### src/stft_pkg.sv
`default_nettype none
package stft_pkg;

  localparam int WINDOW      = 64;
  localparam int LOG_W       = 6;
  localparam int HANN_DEN    = WINDOW - 1;
  localparam int SAMPLE_BITS = 16;
  localparam int OUT_BITS    = 24;
  localparam int HOP_BITS    = 7;
  localparam logic [HOP_BITS-1:0] HOP_RESET = 7'd32;
  localparam int QDEPTH      = 2;

  localparam longint unsigned HALF_PI_Q30 = 64'd1686629713;
  localparam longint          ONE_Q30     = 64'sd1073741824;

  typedef struct packed {
    logic signed [SAMPLE_BITS-1:0] sample;
    logic                          last_sample;
  } in_word_t;

  typedef struct packed {
    logic        [LOG_W-1:0]    bin_index;
    logic signed [OUT_BITS-1:0] bin_real;
    logic signed [OUT_BITS-1:0] bin_imag;
    logic                       last_bin;
  } out_word_t;

  typedef struct packed {
    logic [LOG_W-1:0] start;
  } frame_cmd_t;

  typedef enum logic [3:0] {
    ST_IDLE, ST_CP_RD, ST_CP_MUL, ST_CP_WR,
    ST_BF_RD, ST_BF_MUL, ST_BF_WR_P, ST_BF_WR_Q,
    ST_OUT_RD, ST_OUT_SHOW
  } back_state_t;

  typedef logic [WINDOW-1:0][15:0] tab_t;

  // half away from zero, 15 fractional bits dropped
  function automatic logic signed [47:0] rnd15(input logic signed [47:0] v);
    logic signed [47:0] half;
    half = 48'sd16384;
    if (v >= 0) return (v + half) >>> 15;
    return -((-v + half) >>> 15);
  endfunction

  function automatic logic signed [OUT_BITS-1:0] sat_out(input logic signed [47:0] v);
    logic signed [47:0] hi, lo;
    hi = 48'sd8388607;
    lo = -48'sd8388608;
    if (v > hi) return OUT_BITS'(hi);
    if (v < lo) return OUT_BITS'(lo);
    return OUT_BITS'(v);
  endfunction

  function automatic logic [LOG_W-1:0] bitrev(input logic [LOG_W-1:0] v);
    logic [LOG_W-1:0] r;
    for (int i = 0; i < LOG_W; i++) r[i] = v[LOG_W-1-i];
    return r;
  endfunction

  // elaboration-time helpers for the constant tables
  function automatic longint rnd15_l(input longint v);
    if (v >= 0) return (v + 64'sd16384) >>> 15;
    return -((-v + 64'sd16384) >>> 15);
  endfunction

  function automatic longint sat16_l(input longint v);
    if (v > 64'sd32767) return 64'sd32767;
    if (v < -64'sd32768) return -64'sd32768;
    return v;
  endfunction

  // returns {sin, cos} in Q30
  function automatic logic [127:0] trig_q30(input longint unsigned x, input int unsigned q);
    longint unsigned x2, term;
    longint s, c;
    x2 = (x * x) >> 30;
    s = longint'(x);
    c = ONE_Q30;
    term = x;
    term = ((term * x2) >> 30) / 6;   s = s - longint'(term);
    term = ((term * x2) >> 30) / 20;  s = s + longint'(term);
    term = ((term * x2) >> 30) / 42;  s = s - longint'(term);
    term = ((term * x2) >> 30) / 72;  s = s + longint'(term);
    term = ((term * x2) >> 30) / 110; s = s - longint'(term);
    term = ((term * x2) >> 30) / 156; s = s + longint'(term);
    term = ((term * x2) >> 30) / 210; s = s - longint'(term);
    term = ((term * x2) >> 30) / 272; s = s + longint'(term);
    term = ((term * x2) >> 30) / 342; s = s - longint'(term);
    term = longint'(ONE_Q30);
    term = ((term * x2) >> 30) / 2;   c = c - longint'(term);
    term = ((term * x2) >> 30) / 12;  c = c + longint'(term);
    term = ((term * x2) >> 30) / 30;  c = c - longint'(term);
    term = ((term * x2) >> 30) / 56;  c = c + longint'(term);
    term = ((term * x2) >> 30) / 90;  c = c - longint'(term);
    term = ((term * x2) >> 30) / 132; c = c + longint'(term);
    term = ((term * x2) >> 30) / 182; c = c - longint'(term);
    term = ((term * x2) >> 30) / 240; c = c + longint'(term);
    term = ((term * x2) >> 30) / 306; c = c - longint'(term);
    case (q & 3)
      0: return {s, c};
      1: return {c, -s};
      2: return {-s, -c};
      default: return {-c, s};
    endcase
  endfunction

  function automatic tab_t build_hann();
    tab_t t;
    int unsigned r, tt, q, f;
    logic [127:0] sc;
    longint c;
    for (int n = 0; n < WINDOW; n++) begin
      r  = n % HANN_DEN;
      tt = 4 * r;
      q  = tt / HANN_DEN;
      f  = tt - q * HANN_DEN;
      sc = trig_q30(HALF_PI_Q30 * longint'(f) / HANN_DEN, q);
      c  = longint'(sc[63:0]);
      t[n] = 16'(sat16_l(rnd15_l((ONE_Q30 - c) / 2)));
    end
    return t;
  endfunction

  function automatic tab_t build_tw(input logic want_sin);
    tab_t t;
    int unsigned tt, q, f;
    logic [127:0] sc;
    for (int n = 0; n < WINDOW; n++) begin
      tt = 4 * n;
      q  = tt / WINDOW;
      f  = tt - q * WINDOW;
      sc = trig_q30(HALF_PI_Q30 * longint'(f) / WINDOW, q);
      if (want_sin) t[n] = 16'(sat16_l(rnd15_l(longint'(sc[127:64]))));
      else          t[n] = 16'(sat16_l(rnd15_l(longint'(sc[63:0]))));
    end
    return t;
  endfunction

  localparam tab_t HANN_TAB = build_hann();
  localparam tab_t TW_COS   = build_tw(1'b0);
  localparam tab_t TW_SIN   = build_tw(1'b1);

endpackage
`default_nettype wire

### src/stft_fifo.sv
`default_nettype none
module stft_fifo
  import stft_pkg::*;
(
  input  wire logic       clk,
  input  wire logic       rst_n,
  input  wire logic       push,
  input  wire frame_cmd_t push_cmd,
  input  wire logic       pop,
  output frame_cmd_t      head,
  output logic            empty
);

  frame_cmd_t      ent_r [QDEPTH];
  logic            rd_r, wr_r;
  logic [1:0]      cnt_r;

  assign empty = (cnt_r == '0);
  assign head  = ent_r[rd_r];

  always_ff @(posedge clk) begin
    if (!rst_n) begin
      rd_r  <= 1'b0;
      wr_r  <= 1'b0;
      cnt_r <= '0;
    end else begin
      if (push) wr_r <= !wr_r;
      if (pop)  rd_r <= !rd_r;
      cnt_r <= cnt_r + {1'b0, push} - {1'b0, pop};
    end
  end

  always_ff @(posedge clk) begin
    if (push) ent_r[wr_r] <= push_cmd;
  end

endmodule
`default_nettype wire

### config.mk
export PLATFORM = sky130hd
export DESIGN_NAME = stft_fifo
export DESIGN_NICKNAME = d
export VERILOG_FILES = /design/src/stft_pkg.sv /design/src/stft_fifo.sv
export SDC_FILE = /design/constraint.sdc
export NUM_CORES = 1
export LEC_CHECK = 0
export ABC_AREA = 0
export BUFFER_PORTS_ARGS = -buffer_cell sky130_fd_sc_hd__buf_2
export CAP_MARGIN = 20
export CORE_MARGIN = 2
export CORE_UTILIZATION = 35
export DETAILED_ROUTE_END_ITERATION = 10
export HOLD_SLACK_MARGIN = 0.08
export PLACE_DENSITY = 0.58
export SLEW_MARGIN = 0
export SYNTH_ARGS = -nofsm -noshare
export SYNTH_HDL_FRONTEND = slang
export SYNTH_SLANG_ARGS = --single-unit
### constraint.sdc
create_clock -name clk -period 3.4 [get_ports clk]
set_input_delay 0.34 -clock clk [delete_from_list [all_inputs] [get_ports clk]]
set_output_delay 0.34 -clock clk [all_outputs]
set_load 0.02 [all_outputs]
==> results of run 1 <==
[cells in the mapped netlist]
cell,count,share of area
edfxtp_1,12,0.55
mux2_2,6,0.10
dfxtp_1,5,0.15
and2_1,4,0.038
ha_1,2,0.038
inv_1,2,0.011
nor2b_1,2,0.019
buf_2,1,0.0076
nor2_1,1,0.0057
nor2b_2,1,0.013
o21a_1,1,0.011
xnor3_1,1,0.034
xor2_1,1,0.013
[power breakdown]
group	internal (mW)	switching, mW	total (mW)
Combinational	0.0374	0.0358	0.0733
Sequential	0.238	0.00814	0.246
Clock	0.0436	0.0585	0.102
[flip-flops by register name, summed over array words and instances, names as in the netlist, named ones only]
register / flops
wr_r: 1
cnt_r: 2
rd_r: 1
ent_r: 12
[logic make-up after synthesis]
| family | synth area share |
|---|---|
| flip-flops | 0.7036 |
| AND/OR/NAND/NOR | 0.07647 |
| XOR/XNOR | 0.04780 |
| AO/OA/AOI/OAI | 0.01148 |
| multiplexers | 0.1032 |
| adder cells (fa/ha/maj) | 0.03823 |
| buffers and inverters | 0.01912 |
[worst max-delay path by stage]
stage	to	startpoint	slack, ns	cells after the start
floorplan	head[0]	flop	2.24	2
global placement	head[4]	flop	2.05	2
detailed placement	head[4]	flop	2.06	2
CTS	head[4]	flop	1.73	2
global route	head[5]	flop	1.69	2
finish	head[4]	flop	1.77	2
[stage by stage]
stage	hold slack, ns	utilization	setup slack (ns)	instance area (um^2)	instances
3_5_place_dp	0.5328	0.4358	2.060	760.7	79
4_1_cts	0.2299	0.4516	1.733	788.3	83
5_1_grt	0.2257	0.4516	1.691	788.3	83
6_report	0.2403	0.4516	1.767	788.3	83
3_3_place_gp	0.5335	0.4358	2.052	760.7	79
2_1_floorplan	0.4389	-	2.236	654.4	39
[final cells by class]
| cell class | count | area, um^2 | area share |
|---|---|---|---|
| inverters | 2 | 7.507 | 0.009524 |
| flip-flops and latches | 17 | 460.4 | 0.5841 |
| repair buffers | 16 | 80.08 | 0.1016 |
| multi-input cells | 19 | 181.4 | 0.2302 |
| clock buffers | 3 | 22.52 | 0.02857 |
| clock inverters | 1 | 5.005 | 0.006349 |
| well taps | 25 | 31.28 | 0.03968 |
[worst register-to-register path, stage by stage, from the launching register on]
cell	delay (ns)
dfxtp_1	0.33
inv_1	0.04
ha_1	0.26
inv_1	0.05
ha_1	0.14
xnor3_1	0.22
nor2b_2	0.10
[metal layers]
metal,vias to the layer above,track usage,wire [um]
li1,174,-,-
met1,157,0.08937,370
met2,10,0.1459,486
met3,2,0.03077,68
met4,0,0.06667,6
met5,-,0,0
==> summary.txt, run 1 <==
Status
  – Run status: finished clean

Finish
  – Diodes inserted: 0
  – Synth-to-Final Area Change: 20.46%
  – Share of cells above drive strength 1: 0.4655
  – # nets final: 71
  – Most common cell after layout, fill and taps aside: buf_2
  – Fillers: 173
  – Most frequent cells in the layout: buf_2, edfxtp_1, mux2_2, dfxtp_1, and2_1

CTS
  – Post-CTS Hold Buffers: 0
  – Post-CTS Repair Setup Buffers: 0
  – Clock Sink Count: 17
  – Clock transition at path regs: 0.10 ns
  – Resize count post-CTS: 0
  – H-tree lvl count: 1
  – CTS tree: built
  – Clk root buf: clkbuf_4
  – Skew-Pair Late Insertion Delay: 0.28 ns
  – TritonCTS Buffers: 3
  – Bufs on Longest Clock Path: 2

Setup path
  – Worst Setup Start Kind: flop
  – Arrival time worst endpoint: 1.29 ns
  – Worst reg2reg startpoint: cnt_r[0]$_SDFF_PN0_
  – Crit. End Element: output port
  – Worst Path Required: 3.06 ns
  – CP top delay family: flip-flops
  – Worst path max stage delay: 0.49 ns
  – Crit path max fanout: 6
  – Critical path class: flop to output port
  – Reg2Reg Setup Slack: 2.20 ns
  – CP Buf/Inv Count: 1
  – Worst R2R End: cnt_r[1]$_SDFF_PN0_
  – CP Cell Sequence: mux2_2, buf_2
  – Reg2reg path depth: 6
  – Crit path max-delay cell type: dfxtp_1

Global routing
  – Largest net degree at the start of global routing: 11
  – Initial antenna violation count: 0
  – First-pass GRT wire length: 1.269 mm
  – GR Util All Layers: 0.08782
  – Grt total ovfl: 0
  – Vias in the first global route: 313

Routing
  – TritonRoute pass-1 iters: 2
  – Routed WL: 932 um
  – Post-route ant nets: 0
  – Drt drc: 0
  – Routed via count: 343
  – DRC marker count from the first detailed-route iteration: 1
  – Wire per inst: 11.23 um
  – DR vias/cell: 4.133

Floorplanning
  – Die ar.: 0.002232 mm^2
  – Initial Util: 0.3749
  – Core Area: 0.001745 mm^2
  – Die W: 47.24 um
  – Core Rows: 15
  – I/O Pins: 17
  – Die H: 47.24 um

Pwr
  – Leak: 0.3208 nW
  – Max IR drop VDD: 0.0002693 V
  – PwrDens: 535.2 mW/mm^2
  – Pwr Total: 421.8 uW

STA
  – Setup TNS: 0 ns
  – Crit path time final: 1.633 ns
  – Fin. max-slew vios: 0
  – Final setup fails: 0
  – Final Hold Fails: 0
  – Fin crit share: 0.4802
  – Relative slew slack: 0.6179
  – Maximum clock frequency: 612.4 MHz
  – Slew @ Worst Pin: 0.5720 ns
  – RSZ-0062 raised after global routing: no
  – Worst Skew: 0.005796 ns

Logic synthesis
  – Post-Syn Area per Cell: 16.78 um^2
  – Sequential area share after synthesis: 0.7036
  – Mapped Area: 654.4 um^2
  – Syn_nets: 51
  – Unique masters post-synth: 13
  – Post-synthesis cell count: 39
  – FF+latch count, synth: 17
  – Yosys Warn Count: 0

Placed design
  – Placer Congestion: 0.6132
  – IO buf count: 16
  – DPL Wire Length: 691 um

Min path
  – Hold path cells: 1
  – Worst Hold Launch: push_cmd[2]
  – Hold Path Class: primary input to flop
  – Hold worst-path end: ent_r[1][2]$_DFFE_PP_

Flow run
  – Max Cap Violations: 0
Power figures use the tool's default switching activity.
==> run 2, diff against run 1 <==
--- a/config.mk
+++ b/config.mk
@@ -12,7 +12,7 @@
 export CORE_UTILIZATION = 35
 export DETAILED_ROUTE_END_ITERATION = 10
 export HOLD_SLACK_MARGIN = 0.08
-export PLACE_DENSITY = 0.58
+export PLACE_DENSITY = 0.6
 export SLEW_MARGIN = 0
 export SYNTH_ARGS = -nofsm -noshare
 export SYNTH_HDL_FRONTEND = slang
==> constraint.sdc (replaced) <==
create_clock -name clk -period 1.35 [get_ports clk]
set_input_delay 0.135 -clock clk [delete_from_list [all_inputs] [get_ports clk]]
set_output_delay 0.135 -clock clk [all_outputs]
set_load 0.02 [all_outputs]
==> run 2 against run 1 <==
Critical path depth did not move; via count grew 12%; sequential cell count is the same; count of clock-buffer cells in the layout rose by 1; cell count rose by 8.4%; final area is 10% higher; sequential power grew to 2.5 times the previous value; sequential share of layout area down 5.0 points; hold slack lost 0.12 ns; total power grew to 2.6 times the previous value; setup slack got worse by 1.7 ns; non-clock buffer count is 7 higher.
==> summary.txt, run 2 (synthesis results as in run 1) <==
Floorplanning
  – Die W: 47.24 um (unchanged)
  – Die ar.: 0.002232 mm^2 (unchanged)
  – Die H: 47.24 um (unchanged)
  – Initial Util: 0.3749 (unchanged)
  – Core Rows: 15 (unchanged)
  – Core Area: 0.001745 mm^2 (unchanged)
  – I/O Pins: 17 (unchanged)

STA
  – Worst Skew: 0.0008846 ns (was 0.005796 ns)
  – Crit path time final: 1.298 ns
  – Fin. max-slew vios: 0 (unchanged)
  – RSZ-0062 raised after global routing: yes (was no)
  – Maximum clock frequency: 770.4 MHz
  – Fin crit share: 0.9615
  – Final setup fails: 0 (unchanged)
  – Slew @ Worst Pin: 0.2757 ns (was 0.5720 ns)
  – Relative slew slack: 0.8162 (was 0.6179)
  – Final Hold Fails: 0 (unchanged)

Pwr
  – PwrDens: 1247 mW/mm^2 (was 535.2 mW/mm^2)
  – Pwr Total: 1.085 mW (was 421.8 uW)
  – Leak: 0.3525 nW (was 0.3208 nW)
  – Max IR drop VDD: 0.0005715 V (was 0.0002693 V)

Setup path
  – Reg2Reg Setup Slack: 0.14 ns (was 2.20 ns)
  – Worst Setup Start Kind: flop (unchanged)
  – Critical path class: flop to output port (unchanged)
  – Worst reg2reg startpoint: cnt_r[0]$_SDFF_PN0_ (unchanged)
  – CP Capture Point: head[4] (unchanged)
  – Arrival time worst endpoint: 1.16 ns (was 1.29 ns)
  – Reg2reg path depth: 6 (unchanged)
  – Levels on crit path: 2 (unchanged)
  – Worst R2R End: cnt_r[1]$_SDFF_PN0_ (unchanged)
  – CP Buf/Inv Count: 1 (unchanged)
  – CP top delay family: flip-flops (unchanged)
  – Worst path max stage delay: 0.39 ns (was 0.49 ns)
  – Crit path max-delay cell type: dfxtp_4 (was dfxtp_1)
  – Crit. End Element: output port (unchanged)
  – CP Cell Sequence: mux2_2, buf_4 (was mux2_2, buf_2)
  – Crit path max fanout: 6 (unchanged)
  – Worst Path Required: 1.22 ns (was 3.06 ns)

Finish
  – # nets final: 78 (was 71)
  – Synth-to-Final Area Change: 32.89% (was 20.46%)
  – Most common cell after layout, fill and taps aside: buf_2 (unchanged)
  – Most frequent cells in the layout: buf_2, edfxtp_1, mux2_2, dlygate4sd3_1 (was buf_2, edfxtp_1, mux2_2, dfxtp_1, and2_1)
  – Max reg flops: 12 (unchanged)
  – Non-filler cells, final: 90 (was 83)
  – Utilization after layout: 0.4982 (was 0.4516)
  – Biggest register: ent_r (unchanged)
  – Diodes inserted: 0 (unchanged)
  – Largest regs: ent_r x12, cnt_r x2 (unchanged)
  – Share of cells above drive strength 1: 0.4308 (was 0.4655)

Routing
  – Post-route ant nets: 0 (unchanged)
  – DRC marker count from the first detailed-route iteration: 2 (was 1)
  – Routed WL: 1.014 mm (was 932 um)
  – DR vias/cell: 4.256 (was 4.133)
  – TritonRoute pass-1 iters: 2 (unchanged)
  – Drt drc: 0 (unchanged)
  – Routed via count: 383 (was 343)
  – Wire per inst: 11.27 um (was 11.23 um)

CTS
  – Clock Sink Count: 17 (unchanged)
  – H-tree lvl count: 1 (unchanged)
  – CTS tree: built (unchanged)
  – Clock transition at path regs: 0.09 ns (was 0.10 ns)
  – Bufs on Longest Clock Path: 2 (unchanged)
  – TritonCTS Buffers: 3 (unchanged)
  – Clk root buf: clkbuf_4 (unchanged)
  – Post-CTS Repair Setup Buffers: 0 (unchanged)
  – Skew-Pair Late Insertion Delay: 0.27 ns (was 0.28 ns)

Placed design
  – Placer Congestion: 0.5971 (was 0.6132)
  – DPL Wire Length: 728 um (was 691 um)
  – IO buf count: 16 (unchanged)
  – Placed insts: 80 (was 79)

Global routing
  – Largest net degree at the start of global routing: 10 (was 11)
  – GR Util All Layers: 0.09731 (was 0.08782)
  – Vias in the first global route: 390 (was 313)
  – Grt total ovfl: 0 (unchanged)
  – Initial antenna violation count: 0 (unchanged)
  – First-pass GRT wire length: 1.455 mm (was 1.269 mm)

Min path
  – Hold Path Class: primary input to flop (unchanged)

Flow run
  – Max Cap Violations: 0 (unchanged)

Status
  – Run status: finished clean (unchanged)
[run 2: per-layer routing]
layer	share of wire	GRT usage	vias up	wire [um]
met5	0	0	-	0
met4	0	0.05000	0	0
met3	0.042	0.03462	0	43
met2	0.56	0.1811	11	572
met1	0.39	0.09179	182	398
li1	-	-	190	-
[run 2: final cells by class]
cell class,count,area [um^2]
well taps,25,31.28
inverters,2,7.507
fillers,160,875.8
clock buffers,4,26.28
flip-flops and latches,17,464.2
repair buffers,23,158.9
multi-input cells,19,181.4
[run 2: worst reg2reg max path, stage by stage, from the launching register on]
cell and delay (ns):
dfxtp_1 0.34, inv_1 0.04, ha_1 0.27, inv_1 0.06, ha_1 0.14, xnor3_1 0.22
nor2b_2 0.10
[run 2: report_power, final]
part | internal, mW | switching [mW]
combinational | 0.116 | 0.0939
sequential | 0.601 | 0.0214
clock | 0.114 | 0.139
total | 0.831 | 0.254
[run 2: timing repair]
item / 4_1_cts / 5_1_grt
hold buffers: 6 / 0
pin swaps: 0 / 0
hold endpoints to repair: 12 / 0
resized for setup: 2 / 4
setup endpoints to repair: 6 / 6
gates cloned: 0 / 0
[run 2: worst min path at each step]
| stage | startpoint | end | depth (start not counted) |
|---|---|---|---|
| finish | rst_n | wr_r$_SDFFE_PN0P_ | 2 |
| global route | rst_n | wr_r$_SDFFE_PN0P_ | 2 |
| CTS | rst_n | wr_r$_SDFFE_PN0P_ | 2 |
| detailed placement | push_cmd[1] | ent_r[0][1]$_DFFE_PP_ | 1 |
| global placement | push_cmd[1] | ent_r[0][1]$_DFFE_PP_ | 1 |
| floorplan | push_cmd[0] | ent_r[0][0]$_DFFE_PP_ | 0 |
[run 2: per-stage QoR]
step	setup TNS [ns]	setup slack [ns]	instance area (um^2)	hold slack, ns
2_1_floorplan	0	0.2057	654.4	0.2339
3_3_place_gp	0	0.1821	768.2	0.3236
3_5_place_dp	0	0.1431	768.2	0.3285
4_1_cts	0	0.03056	858.3	0.1181
5_1_grt	-0.05609	-0.01763	869.6	0.1160
6_report	0	0.05200	869.6	0.1201
